### src/rtl/dfp_pkg.sv
`timescale 1ns / 1ps
`default_nettype none

package dfp_pkg;

  // Field widths
  localparam int CHAR_W = 8;
  localparam int NUM_W  = 32;
  localparam int DEN_W  = 31;
  localparam int ST_W   = 3;
  // Digit accumulator: wide enough for eleven decimal digits
  localparam int ACC_W  = 37;

  // Result status codes
  localparam logic [ST_W-1:0] ST_OK          = 3'd0;
  localparam logic [ST_W-1:0] ST_NUM_RANGE   = 3'd1;
  localparam logic [ST_W-1:0] ST_NUM_INVALID = 3'd2;
  localparam logic [ST_W-1:0] ST_DEN_RANGE   = 3'd3;
  localparam logic [ST_W-1:0] ST_DEN_INVALID = 3'd4;

  // Character codes
  localparam logic [CHAR_W-1:0] CH_SPACE = 8'h20;
  localparam logic [CHAR_W-1:0] CH_TAB   = 8'h09;
  localparam logic [CHAR_W-1:0] CH_CR    = 8'h0D;
  localparam logic [CHAR_W-1:0] CH_ZERO  = 8'h30;
  localparam logic [CHAR_W-1:0] CH_NINE  = 8'h39;
  localparam logic [CHAR_W-1:0] CH_MINUS = 8'h2D;
  localparam logic [CHAR_W-1:0] CH_SLASH = 8'h2F;

  // Magnitude limits for int32
  localparam logic [ACC_W-1:0] LIM_POS = 37'd2147483647;
  localparam logic [ACC_W-1:0] LIM_NEG = 37'd2147483648;

  // Parser phases
  typedef enum logic [5:0] {
    PH_SKIP      = 6'b000001,
    PH_NUM_FIRST = 6'b000010,
    PH_NUM_DIGS  = 6'b000100,
    PH_DEN_FIRST = 6'b001000,
    PH_DEN_DIGS  = 6'b010000,
    PH_DISCARD   = 6'b100000
  } phase_t;

  // One parse result from the core to the output register
  typedef struct packed {
    logic                    valid;
    logic signed [NUM_W-1:0] numerator;
    logic [DEN_W-1:0]        denominator;
    logic [ST_W-1:0]         status;
  } res_t;

endpackage

`default_nettype wire

### src/rtl/dfp_parse.sv
`timescale 1ns / 1ps
`default_nettype none

module dfp_parse
  import dfp_pkg::*;
#(
  parameter int MAX_DIGITS = 11
) (
  input  wire logic              clk,
  input  wire logic              rst_n,
  input  wire logic              fire,
  input  wire logic [CHAR_W-1:0] char_c,
  output res_t                   res
);

  localparam int CNT_W = $clog2(MAX_DIGITS + 1);

  phase_t                  phase_r, phase_nxt;
  logic                    neg_r, neg_nxt;
  logic [ACC_W-1:0]        acc_r, acc_nxt;
  logic [CNT_W-1:0]        cnt_r, cnt_nxt;
  logic signed [NUM_W-1:0] hold_r, hold_nxt;

  logic                    is_ws, is_dig, is_minus, is_slash;
  logic [ACC_W-1:0]        dig;
  logic [ACC_W-1:0]        acc_step;
  logic                    cnt_full;
  logic                    num_over, den_over;
  logic [NUM_W-1:0]        num_val;
  phase_t                  err_phase;

  // Character classes
  assign is_ws    = (char_c == CH_SPACE) || (char_c >= CH_TAB && char_c <= CH_CR);
  assign is_dig   = (char_c >= CH_ZERO) && (char_c <= CH_NINE);
  assign is_minus = (char_c == CH_MINUS);
  assign is_slash = (char_c == CH_SLASH);
  assign dig      = ACC_W'(char_c[3:0]);

  // accum * 10 + digit, wraps at accumulator width
  assign acc_step = {acc_r[ACC_W-4:0], 3'b000} + {acc_r[ACC_W-2:0], 1'b0} + dig;
  assign cnt_full = (cnt_r >= CNT_W'(MAX_DIGITS));

  // Range checks and signed numerator value
  assign num_over  = neg_r ? (acc_r > LIM_NEG) : (acc_r > LIM_POS);
  assign den_over  = (acc_r > LIM_POS);
  assign num_val   = neg_r ? (NUM_W'(0) - acc_r[NUM_W-1:0]) : acc_r[NUM_W-1:0];
  // after an error the terminating whitespace resumes scanning
  assign err_phase = is_ws ? PH_SKIP : PH_DISCARD;

  // Next state and result
  always_comb begin
    phase_nxt       = phase_r;
    neg_nxt         = neg_r;
    acc_nxt         = acc_r;
    cnt_nxt         = cnt_r;
    hold_nxt        = hold_r;
    res.valid       = 1'b0;
    res.numerator   = '0;
    res.denominator = '0;
    res.status      = ST_OK;
    unique case (phase_r)
      PH_NUM_FIRST: begin
        if (is_dig) begin
          acc_nxt   = dig;
          cnt_nxt   = CNT_W'(1);
          phase_nxt = PH_NUM_DIGS;
        end else begin
          res.valid  = 1'b1;
          res.status = ST_NUM_INVALID;
          phase_nxt  = err_phase;
        end
      end
      PH_NUM_DIGS: begin
        if (is_dig) begin
          if (cnt_full) begin
            res.valid  = 1'b1;
            res.status = ST_NUM_RANGE;
            phase_nxt  = PH_DISCARD;
          end else begin
            acc_nxt = acc_step;
            cnt_nxt = cnt_r + CNT_W'(1);
          end
        end else if (num_over) begin
          res.valid  = 1'b1;
          res.status = ST_NUM_RANGE;
          phase_nxt  = err_phase;
        end else if (is_slash) begin
          hold_nxt  = num_val;
          phase_nxt = PH_DEN_FIRST;
        end else begin
          res.valid       = 1'b1;
          res.numerator   = num_val;
          res.denominator = DEN_W'(1);
          phase_nxt       = PH_SKIP;
        end
      end
      PH_DEN_FIRST: begin
        res.numerator = hold_r;
        if (is_dig) begin
          acc_nxt   = dig;
          cnt_nxt   = CNT_W'(1);
          phase_nxt = PH_DEN_DIGS;
        end else begin
          res.valid  = 1'b1;
          res.status = ST_DEN_INVALID;
          phase_nxt  = err_phase;
        end
      end
      PH_DEN_DIGS: begin
        res.numerator = hold_r;
        if (is_dig) begin
          if (cnt_full) begin
            res.valid  = 1'b1;
            res.status = ST_DEN_RANGE;
            phase_nxt  = PH_DISCARD;
          end else begin
            acc_nxt = acc_step;
            cnt_nxt = cnt_r + CNT_W'(1);
          end
        end else if (den_over) begin
          res.valid  = 1'b1;
          res.status = ST_DEN_RANGE;
          phase_nxt  = err_phase;
        end else begin
          res.valid       = 1'b1;
          res.denominator = acc_r[DEN_W-1:0];
          phase_nxt       = PH_SKIP;
        end
      end
      PH_DISCARD: begin
        phase_nxt = is_ws ? PH_SKIP : PH_DISCARD;
      end
      default: begin
        // skip whitespace; a non-blank opens an entry and is handled as its first char
        if (!is_ws) begin
          neg_nxt = 1'b0;
          acc_nxt = '0;
          cnt_nxt = '0;
          if (is_minus) begin
            neg_nxt   = 1'b1;
            phase_nxt = PH_NUM_FIRST;
          end else if (is_dig) begin
            acc_nxt   = dig;
            cnt_nxt   = CNT_W'(1);
            phase_nxt = PH_NUM_DIGS;
          end else begin
            res.valid  = 1'b1;
            res.status = ST_NUM_INVALID;
            phase_nxt  = err_phase;
          end
        end else begin
          phase_nxt = PH_SKIP;
        end
      end
    endcase
  end

  // State registers advance once per processed character
  always_ff @(posedge clk) begin
    if (!rst_n) begin
      phase_r <= PH_SKIP;
      neg_r   <= 1'b0;
      acc_r   <= '0;
      cnt_r   <= '0;
      hold_r  <= '0;
    end else if (fire) begin
      phase_r <= phase_nxt;
      neg_r   <= neg_nxt;
      acc_r   <= acc_nxt;
      cnt_r   <= cnt_nxt;
      hold_r  <= hold_nxt;
    end
  end

endmodule

`default_nettype wire

### src/rtl/decimal_fraction_parser_top.sv
// A character accepted into the input register is parsed there and its result moves
//   to the out_ port through the result register once that register is free.
// Throughput: one character per cycle unless out_stall holds a result; the parse step
//   is one multiply-by-ten-and-add plus a phase update between input and result registers.
// Reset: synchronous, active low; the parser returns to whitespace skipping
//   and both pipeline registers are emptied.
`timescale 1ns / 1ps
`default_nettype none

module decimal_fraction_parser_top
  import dfp_pkg::*;
#(
  parameter int MAX_DIGITS = 11
) (
  input  wire logic                    clk,
  input  wire logic                    rst_n,
  input  wire logic                    in_valid,
  output logic                         in_stall,
  input  wire logic [CHAR_W-1:0]       in_char_in,
  output logic                         out_valid,
  input  wire logic                    out_stall,
  output logic signed [NUM_W-1:0]      out_numerator,
  output logic [DEN_W-1:0]             out_denominator,
  output logic [ST_W-1:0]              out_status
);

  logic                    in_valid_r;
  logic [CHAR_W-1:0]       char_r;
  logic                    out_valid_r;
  logic signed [NUM_W-1:0] num_r;
  logic [DEN_W-1:0]        den_r;
  logic [ST_W-1:0]         st_r;
  logic                    out_free;
  logic                    fire;
  res_t                    res;

  // Handshake: the held character is processed when the result register can take it
  assign out_free = !out_valid_r || !out_stall;
  assign fire     = in_valid_r && out_free;
  assign in_stall = in_valid_r && !out_free;

  // Input register
  always_ff @(posedge clk) begin
    if (!rst_n) begin
      in_valid_r <= 1'b0;
    end else if (!in_stall) begin
      in_valid_r <= in_valid;
    end
  end

  always_ff @(posedge clk) begin
    if (in_valid && !in_stall) begin
      char_r <= in_char_in;
    end
  end

  // Parser state and next-state logic
  dfp_parse #(
    .MAX_DIGITS(MAX_DIGITS)
  ) u_parse (
    .clk   (clk),
    .rst_n (rst_n),
    .fire  (fire),
    .char_c(char_r),
    .res   (res)
  );

  // Result register
  always_ff @(posedge clk) begin
    if (!rst_n) begin
      out_valid_r <= 1'b0;
    end else if (out_free) begin
      out_valid_r <= fire && res.valid;
    end
  end

  always_ff @(posedge clk) begin
    if (fire && res.valid) begin
      num_r <= res.numerator;
      den_r <= res.denominator;
      st_r  <= res.status;
    end
  end

  assign out_valid       = out_valid_r;
  assign out_numerator   = num_r;
  assign out_denominator = den_r;
  assign out_status      = st_r;

  // Input side only stalls behind a held result
  assert property (@(posedge clk) disable iff (!rst_n)
    in_stall |-> (out_valid_r && out_stall))
    else $error("input stalled without a held result");

  // Any error result reports a zero denominator
  assert property (@(posedge clk) disable iff (!rst_n)
    (out_valid_r && st_r != ST_OK) |-> (den_r == '0))
    else $error("error result with nonzero denominator");

  // Numerator errors also clear the numerator
  assert property (@(posedge clk) disable iff (!rst_n)
    (out_valid_r && (st_r == ST_NUM_RANGE || st_r == ST_NUM_INVALID)) |-> (num_r == '0))
    else $error("numerator error with nonzero numerator");

  // Status code stays within the defined set
  assert property (@(posedge clk) disable iff (!rst_n)
    out_valid_r |-> (st_r <= ST_DEN_INVALID))
    else $error("undefined status code");

endmodule

`default_nettype wire
### config.mk
export PLATFORM = sky130hd
export DESIGN_NAME = decimal_fraction_parser_top
export DESIGN_NICKNAME = d
export VERILOG_FILES = /design/src/rtl/dfp_pkg.sv /design/src/rtl/dfp_parse.sv /design/src/rtl/decimal_fraction_parser_top.sv
export SDC_FILE = /design/constraint.sdc
export NUM_CORES = 1
export LEC_CHECK = 0
export BUFFER_PORTS_ARGS = -buffer_cell sky130_fd_sc_hd__buf_2
export CAP_MARGIN = 20
export CORE_ASPECT_RATIO = 1.75
export CORE_MARGIN = 3
export CORE_UTILIZATION = 45
export DETAILED_ROUTE_END_ITERATION = 7
export GPL_TIMING_DRIVEN = 0
export PLACE_DENSITY = 0.69
export SLEW_MARGIN = 20
export SYNTH_ARGS = -nofsm -noshare
export SYNTH_HDL_FRONTEND = slang
export SYNTH_HIERARCHICAL = 1
export SYNTH_SLANG_ARGS = --single-unit
### constraint.sdc
create_clock -name clk -period 7.1 [get_ports clk]
set_input_delay 1.42 -clock clk [delete_from_list [all_inputs] [get_ports clk]]
set_output_delay 1.42 -clock clk [all_outputs]
set_load 0.01 [all_outputs]
==> results.cfg, run 1 <==
[detailed_routing]
drt_iter0_drc = 515
via_count = 7826
viasPerCell = 5.85
dr.pass1.iters = 5
drc = 0
ant_nets = 0
routedWlPerCell_um = 18.3
routed_wirelength_mm = 24.5

[hold_path]
worstHoldStart = u_parse/acc_r[36]
hold_depth = 2
hp-class = reg -> reg

[logic_synthesis]
ys_ff_latch = 156
yosysTopAreaCell = edfxtp_1
synth_edf_count = 74
synth_cell_type_count = 71
yosys_warnings = 6
syn_nets = 1064
ys_seq_area_share_pct = 42.0
syn_area_per_cell_um2 = 9.40
netlist_top_cells_area = edfxtp_1 24%, dfxtp_1 18%, ha_1 9.7%
dominantRegCellSynth = dfxtp_1
async_flop_share_pct = 0
synth_top_area_share_pct = 24.1
synth.cell_area_mm2 = 0.00920
syn-instance-count = 979

[timing]
finalHoldViolations = 0
clock.fmax_mhz = 216
worst_pin_slew_ns = 1.08
setup-tns-final_ns = 0
min_period_ns = 4.64
finalMaxSlewViolations = 0
min_period_over_period_pct = 65.3
fin_skew_ns = 0.0125
rsz0062_at_grt = no
setup_violations = 0
slew_headroom_pct = 27.5

[outcome]
status = finished, final reports clean

[floorplan]
die_h_um = 195
initial_core_util_pct = 46.2
die_area_mm2 = 0.0223
coreArea_mm2 = 0.0199
die_w_um = 114
num_rows = 68
pin_count = 80

[cts]
post_cts_buffers = 0
cts_htree_levels = 4
root_buffer = clkbuf_16
cts_hold_buf = 0
clk_path_buf_depth = 2
cts.sinks = 156
clk_pin_slew_worst_paths_ns = 0.06
clock_latency_ns = 0.43
cts_tree = built
ctsResizeCount = 0
cts_buffers = 17

[final_layout]
drive_gt1_share_pct = 14.2
syn2layout_area_growth_pct = 15.4
fillers = 1827
multi_input_area_mm2 = 0.00506
antenna_cells = 0
finalNetCount = 1164
area.sequential_mm2 = 0.00386
mostFrequentLayoutCell = nand2_1
final_cell_mix = 103 x nand2_1, 86 x buf_2, 82 x dfxtp_1, 76 x o21ai_0, 74 x edfxtp_1

[global_routing]
grt_pass1_vias = 7884
grt_pass1_wl_mm = 39.4
antenna_found_initial = 0
grt_usage_pct = 22.1
grt_overflow = 0
grt_max_degree = 26

[worst_setup_path]
crit_path_top_delay_cell = o311ai_0
worstPathRequired_ns = 7.39
endpoint_kind = register
reg2reg_to = u_parse/acc_r[34]
arrival_ns = 4.92
worstPathMaxFanout = 7
reg2regPathDepth = 14
crit_end = u_parse/acc_r[34]
cp-startpoint = u_parse/acc_r[2]
path_class = reg -> reg
worstSetupStartpointType = register
r2r_setup_slack_ns = 2.46
cp_cell_sequence = clkbuf_1 -> inv_1 -> fa_1 -> inv_1 -> fa_1 -> a211oi_1 -> nor2_1 -> o311ai_0 -> a21oi_1 -> o21ai_0 -> nand2_1 -> a311oi_1 -> xor2_1 -> o21ai_0
r2r-start = u_parse/acc_r[2]
crit_path_max_incr_delay_ns = 0.65

[power]
share_seq_of_total_power_pct = 46.9
leakagePower_nw = 4.39
p_int_w = 0.00162
ir_drop_mv = 0.235
switching_power_w = 0.000452
pwr_density_cell_mw_per_mm2 = 195
p_comb_share_pct = 5.7
sw_frac_of_total_pct = 21.8
total_power_w = 0.00207
clock_power_share_pct = 47.4

[placement]
gp_congestion = 0.884
place_hpwl_mm = 18.6
port_buffers = 79

[flow_run]
cap_violations = 0
[worst max-delay path: cells and delay by family, from the launching register on]
family | cells | cell delay [ns]
fa+ha+maj | 2 | 0.98
xor+xnor | 1 | 0.19
flops | 1 | 0.34
compound gates | 6 | 2.15
buf+inv | 3 | 0.54
simple gates | 2 | 0.30
[cells in the mapped netlist (10+ instances only)]
library cell and count:
nand4_1 10, nor2_1 59, a21o_1 16, o21ai_0 76
a22oi_1 11, a21oi_1 59, dfxtp_1 82, a211oi_1 10
o31ai_2 17, clkbuf_1 43, edfxtp_1 74, inv_1 13
a31oi_1 11, nor3_1 20, nand2_1 103, nand3_1 48
nand2b_1 12, xor2_1 32, xnor2_1 28, o31ai_1 26
and2_1 33, ha_1 71
[metal layers]
metal	GRT usage, %	up-vias	routed length (µm)
li1	-	3817	-
met1	22.7	3748	9140
met2	42.1	206	13600
met3	3.41	55	856
met4	11.1	0	921
met5	0	-	0
[power groups by stage]
stage | registers [W] | logic, W | clock network, W
finish | 0.000970 | 0.000118 | 0.000981
floorplan | 0.000998 | 0.0000641 | 0
global route | 0.000972 | 0.000129 | 0.00102
CTS | 0.000970 | 0.000118 | 0.000991
detailed placement | 0.000990 | 0.000117 | 0
global placement | 0.000993 | 0.000109 | 0
[worst min path at each step]
stage	end	slack, ns
6_report	u_parse/acc_r[36]	0.44
3_5_place_dp	u_parse/acc_r[36]	0.44
3_3_place_gp	u_parse/acc_r[36]	0.44
4_1_cts	u_parse/acc_r[36]	0.45
5_1_grt	u_parse/acc_r[36]	0.49
2_1_floorplan	u_parse/acc_r[36]	0.43
[state kept, by name, summed over array words and instances (netlist names)]
| register | cells |
|---|---|
| u_parse/acc_r | 37 |
| out_numerator | 32 |
| u_parse/hold_r | 32 |
| out_denominator | 31 |
| char_r | 8 |
| u_parse/phase_r | 6 |
| u_parse/cnt_r | 4 |
| out_status | 3 |
| in_valid_r | 1 |
| out_valid | 1 |
| u_parse/neg_r | 1 |
[logic make-up (layout without fill, tap and decap cells)]
family	after synthesis	after routing	synth area share, %
and+or+nand+nor	343	343	18.9
AOI/OAI and AO/OA	272	272	19.7
xor gates and xnor gates	60	60	5.71
buffers and inverters	71	184	3.24
muxes	4	4	0.435
adders and majority gates	73	73	10.1
DFF	156	156	42.0
[stage by stage]
stage	cell area, µm²	util, %	hold slack [ns]	worst slack [ns]	std cells
after floorplan	9200	-	0.425	1.23	979
after global placement	9910	49.8	0.437	-0.560	1303
after detailed placement	9970	50.1	0.438	2.43	1305
after CTS	10600	53.3	0.446	2.41	1337
after global routing	10600	53.3	0.488	2.13	1337
final	10600	53.3	0.442	2.46	1337
[area by class of cell]
type / instances / share of cell area [%]
multi-input cells: 752 / 47.7
well taps: 245 / 2.89
plain buffers: 56 / 2.27
repair buffers: 81 / 4.24
flip-flops and latches: 156 / 36.4
clock buffers: 22 / 4.48
clock inverters: 10 / 1.53
inverters: 15 / 0.530
Power figures use the tool's default switching activity.
==> inputs of run 2 (changes only) <==
==> constraint.sdc (replaced) <==
create_clock -name clk -period 4.8 [get_ports clk]
set_input_delay 0.96 -clock clk [delete_from_list [all_inputs] [get_ports clk]]
set_output_delay 0.96 -clock clk [all_outputs]
set_load 0.01 [all_outputs]
==> results.cfg, run 2 (synthesis results as in run 1) <==
[worst_setup_path]
crit_path_max_incr_delay_ns = 0.49
worstPathRequired_ns = 5.09
crit_path_top_delay_cell = fa_1
reg2regPathDepth = 14
cp.depth = 14
cp_top_family = compound AO/OA/AOI/OAI gates
crit_end = u_parse/acc_r[34]
r2r_setup_slack_ns = 0.48
cp_cell_sequence = clkbuf_1 -> inv_1 -> fa_1 -> inv_1 -> fa_1 -> a211oi_1 -> nor2_1 -> o311ai_1 -> a21oi_1 -> o21ai_0 -> nand2_1 -> a311oi_1 -> xor2_1 -> o21ai_0
endpoint_kind = register
path_class = reg -> reg
path_buf_inv = 3
reg2reg_to = u_parse/acc_r[34]
arrival_ns = 4.60
r2r-start = u_parse/acc_r[2]
worstSetupStartpointType = register
worstPathMaxFanout = 7
cp-startpoint = u_parse/acc_r[2]

[detailed_routing]
via_count = 7810
drc = 0
routed_wirelength_mm = 24.4
drt_iter0_drc = 467
dr.pass1.iters = 5
viasPerCell = 5.84
routedWlPerCell_um = 18.3
ant_nets = 0

[outcome]
status = finished, final reports clean

[final_layout]
fin_area_mm2 = 0.0106
largest_register_ffs = 37
final_cell_mix = 103 x nand2_1, 86 x buf_2, 82 x dfxtp_1, 76 x o21ai_0, 74 x edfxtp_1
mostFrequentLayoutCell = nand2_1
syn2layout_area_growth_pct = 14.8
finalCoreUtilization_pct = 53.1
finalNetCount = 1164
drive_gt1_share_pct = 14.3
fillers = 1896
antenna_cells = 0
largest_register = u_parse/acc_r

[floorplan]
num_rows = 68
coreArea_mm2 = 0.0199
die_w_um = 114
pin_count = 80
die_h_um = 195
die_area_mm2 = 0.0223
initial_core_util_pct = 46.2

[timing]
hold_slack_ns = 0.444
slew_headroom_pct = 50.6
setup_violations = 0
rsz0062_at_grt = no
fin_skew_ns = 0.00908
finalHoldViolations = 0
worst_pin_slew_ns = 0.742
finalMaxSlewViolations = 0
clock.fmax_mhz = 232
min_period_over_period_pct = 89.9
min_period_ns = 4.32

[cts]
cts_tree = built
clk_path_buf_depth = 2
root_buffer = clkbuf_16
cts_buffers = 17
cts.sinks = 156
clock_latency_ns = 0.42
clk_pin_slew_worst_paths_ns = 0.06
cts_htree_levels = 4

[placement]
port_buffers = 79
gp_congestion = 0.901
place_hpwl_mm = 18.9
placed_cell_area_mm2 = 0.00997

[power]
leakagePower_nw = 4.36
pwr_density_cell_mw_per_mm2 = 276
ir_drop_mv = 0.396

[flow_run]
cap_violations = 0

[global_routing]
grt_usage_pct = 22.4
antenna_found_initial = 0
grt_pass1_wl_mm = 39.7
grt_max_degree = 26
grt_pass1_vias = 8055
grt_overflow = 0

[hold_path]
hp-class = reg -> reg
-- run 2: per-stage QoR --
step,power [W],setup slack (ns),instances,TNS [ns]
2_1_floorplan,0.00157,0.422,979,0
3_3_place_gp,0.00163,-0.876,1303,-57.03
3_5_place_dp,0.00164,0.207,1305,0
4_1_cts,0.00293,0.182,1337,0
5_1_grt,0.00301,0.112,1337,0
6_report,0.00291,0.485,1337,0
-- run 2: layout make-up --
cell class / instances / area (µm²) / area share, %
Buffer: 56 / 241 / 2.29
Clock buffer: 23 / 489 / 4.63
Clock inverter: 9 / 88.8 / 0.841
Inverter: 15 / 56.3 / 0.533
Multi-Input combinational cell: 752 / 5070 / 48.0
Sequential cell: 156 / 3860 / 36.6
Tap cell: 245 / 307 / 2.90
Timing Repair Buffer: 81 / 450 / 4.26
-- run 2: worst min-delay path by stage --
stage	from	end	slack, ns	cells after the start
CTS	u_parse/acc_r[36]	u_parse/acc_r[36]	0.45	2
global route	u_parse/acc_r[36]	u_parse/acc_r[36]	0.49	2
global placement	u_parse/acc_r[36]	u_parse/acc_r[36]	0.44	2
detailed placement	u_parse/acc_r[36]	u_parse/acc_r[36]	0.44	2
floorplan	u_parse/acc_r[36]	u_parse/acc_r[36]	0.43	2
finish	u_parse/acc_r[36]	u_parse/acc_r[36]	0.44	2
-- run 2: where the power goes --
| part | switching, W | internal (W) |
|---|---|---|
| sequential | 0.0000151 | 0.00142 |
| clock | 0.000531 | 0.000772 |
| combinational | 0.000118 | 0.0000554 |
| total | 0.000663 | 0.00225 |
-- run 2: routing by layer --
layer | GRT usage (%) | vias up | wire length [µm]
met3 | 3.44 | 64 | 788
met1 | 22.7 | 3741 | 8920
met5 | 0 | - | 0
met2 | 42.8 | 183 | 13600
met4 | 11.6 | 0 | 1120
li1 | - | 3822 | -
-- run 2: worst min-delay path, delay by kind of cell (launching register included) --
kind	cells	cell delay, ns
AOI/OAI and AO/OA	1	0.05
DFF	1	0.31
and+or+nand+nor	1	0.05
-- run 2: what timing repair did --
item	CTS	global route
setup buffers	0	0
gates resized for setup	0	1
setup endpoints to repair	0	1
hold buffers	0	0
==> inputs of run 3 (changes only) <==
--- a/config.mk
+++ b/config.mk
@@ -12,7 +12,7 @@
 export CORE_UTILIZATION = 45
 export DETAILED_ROUTE_END_ITERATION = 7
 export GPL_TIMING_DRIVEN = 0
-export PLACE_DENSITY = 0.69
+export RECOVER_POWER = 100
 export SLEW_MARGIN = 20
 export SYNTH_ARGS = -nofsm -noshare
 export SYNTH_HDL_FRONTEND = slang
==> results.cfg, run 3 (synthesis results as in run 1) <==
[floorplan]
die_area_mm2 = 0.0223
pin_count = 80
coreArea_mm2 = 0.0199
die_h_um = 195
num_rows = 68
die_w_um = 114
initial_core_util_pct = 46.2

[global_routing]
grt_usage_pct = 23.2
antenna_found_initial = 0
grt_max_degree = 26
grt_overflow = 0
grt_pass1_vias = 7895
grt_pass1_wl_mm = 41.1

[cts]
cts_buffers = 17
post_cts_buffers = 0
cts_tree = built
clock_latency_ns = 0.42
clk_pin_slew_worst_paths_ns = 0.07
clk_path_buf_depth = 2
cts.sinks = 156
cts_htree_levels = 4
root_buffer = clkbuf_16

[power]
leakagePower_nw = 4.09
clock_power_share_pct = 45.0
sw_frac_of_total_pct = 24.5
ir_drop_mv = 0.332
switching_power_w = 0.000715
pwr_density_cell_mw_per_mm2 = 281
share_seq_of_total_power_pct = 49.1
p_int_w = 0.00221
p_comb_share_pct = 5.8

[final_layout]
finalCoreUtilization_pct = 52.3
largest_register_ffs = 37
final_cell_mix = 116 x clkbuf_1, 103 x nand2_1, 82 x dfxtp_1, 78 x o21ai_0, 74 x edfxtp_1
antenna_cells = 0
fin_cells = 1337
syn2layout_area_growth_pct = 13.2
mostFrequentLayoutCell = clkbuf_1
finalNetCount = 1164
largest_register = u_parse/acc_r
drive_gt1_share_pct = 7.14

[timing]
worst_pin_slew_ns = 0.794
min_period_ns = 4.43
min_period_over_period_pct = 92.3
finalMaxSlewViolations = 0
finalHoldViolations = 0
setup_violations = 0
clock.fmax_mhz = 226
hold_slack_ns = 0.455
slew_headroom_pct = 47.0
rsz0062_at_grt = no
fin_skew_ns = 0.00947

[detailed_routing]
drc = 0
drt_iter0_drc = 561
via_count = 7828
dr.pass1.iters = 5
routed_wirelength_mm = 25.8
routedWlPerCell_um = 19.3
viasPerCell = 5.85
ant_nets = 0

[hold_path]
worstHoldStart = u_parse/acc_r[36]
hp-class = reg -> reg

[worst_setup_path]
cp-startpoint = u_parse/acc_r[2]
path_class = reg -> reg
worstPathRequired_ns = 5.09
crit_path_top_delay_cell = fa_1
crit_path_max_incr_delay_ns = 0.51
r2r-start = u_parse/acc_r[2]
cp_top_family = compound AO/OA/AOI/OAI gates
endpoint_kind = register
cp_cell_sequence = clkbuf_1 -> inv_1 -> fa_1 -> inv_1 -> fa_1 -> a211oi_1 -> nor2_1 -> o311ai_1 -> a21oi_1 -> o21ai_0 -> nand2_1 -> a311oi_1 -> xor2_1 -> o21ai_0
worstPathMaxFanout = 7
worstSetupStartpointType = register
path_buf_inv = 3
arrival_ns = 4.72

[placement]
place_hpwl_mm = 19.7
port_buffers = 79
dpl.cell_count = 1305
gp_congestion = 0.879

[outcome]
status = finished, final reports clean

[flow_run]
cap_violations = 0
-- run 3: changes by cell type in the layout (fill, tap and decap cells not counted), moves of 3 or more --
cell | before | now
and2_1 | 33 | 11
clkbuf_1 | 46 | 116
and2_0 | 0 | 23
buf_2 | 86 | 14
clkinv_4 | 3 | 6
o31ai_2 | 17 | 14
o31ai_1 | 26 | 29
-- run 3: path summary, 6_finish.rpt --
check                           cells past startpoint  slack, ns                end
worst max-delay path                               14       0.37  u_parse/acc_r[34]
worst min-delay path                                2       0.45  u_parse/acc_r[36]
worst max register to register                     14       0.37  u_parse/acc_r[34]
worst min register to register                      2       0.45  u_parse/acc_r[36]
-- run 3: power groups by stage --
stage               clock (W)  combinational [W]  sequential, W
floorplan                   0          0.0000951        0.00147
global placement            0           0.000165        0.00147
detailed placement          0           0.000177        0.00147
CTS                   0.00134           0.000177        0.00144
global route          0.00140           0.000187        0.00144
finish                0.00132           0.000170        0.00144
-- run 3: metal layers --
layer	vias to the layer above	global-route usage, %	part of all wire, %
li1	3824	-	-
met1	3759	25.4	39
met2	185	43.5	55
met3	60	3.01	2.7
met4	0	10.5	3.5
met5	-	0	0
-- run 3: timing repair --
item,4_1_cts,5_1_grt
setup endpoints to repair,0,1
resized for setup,0,1
hold buffers,0,0
-- run 3: area by class of cell --
class | count | area (µm²)
inverters | 15 | 56.3
flip-flops and latches | 156 | 3860
well taps | 245 | 307
plain buffers | 56 | 224
repair buffers | 81 | 364
clock buffers | 18 | 439
fillers | 1956 | 9490
multi-input cells | 752 | 5030
clock inverters | 14 | 138
-- run 3: worst reg2reg max path, stage by stage (launching register included) --
cell	delay, ns
dfxtp_1	0.33
clkbuf_1	0.36
inv_1	0.14
fa_1	0.51
inv_1	0.07
fa_1	0.48
a211oi_1	0.35
nor2_1	0.13
o311ai_1	0.49
a21oi_1	0.20
o21ai_0	0.41
nand2_1	0.15
a311oi_1	0.42
xor2_1	0.19
o21ai_0	0.08
-- run 3: stage by stage --
| stage | area [µm²] | power [W] | setup TNS (ns) | worst slack [ns] |
|---|---|---|---|---|
| 3_5_place_dp | 9970 | 0.00164 | 0 | 0.127 |
| 3_3_place_gp | 9910 | 0.00163 | -69.53 | -1.06 |
| 4_1_cts | 10500 | 0.00295 | 0 | 0.105 |
| 2_1_floorplan | 9210 | 0.00157 | 0 | 0.422 |
| 6_report | 10400 | 0.00292 | 0 | 0.371 |
| 5_1_grt | 10400 | 0.00302 | 0 | 0.0705 |
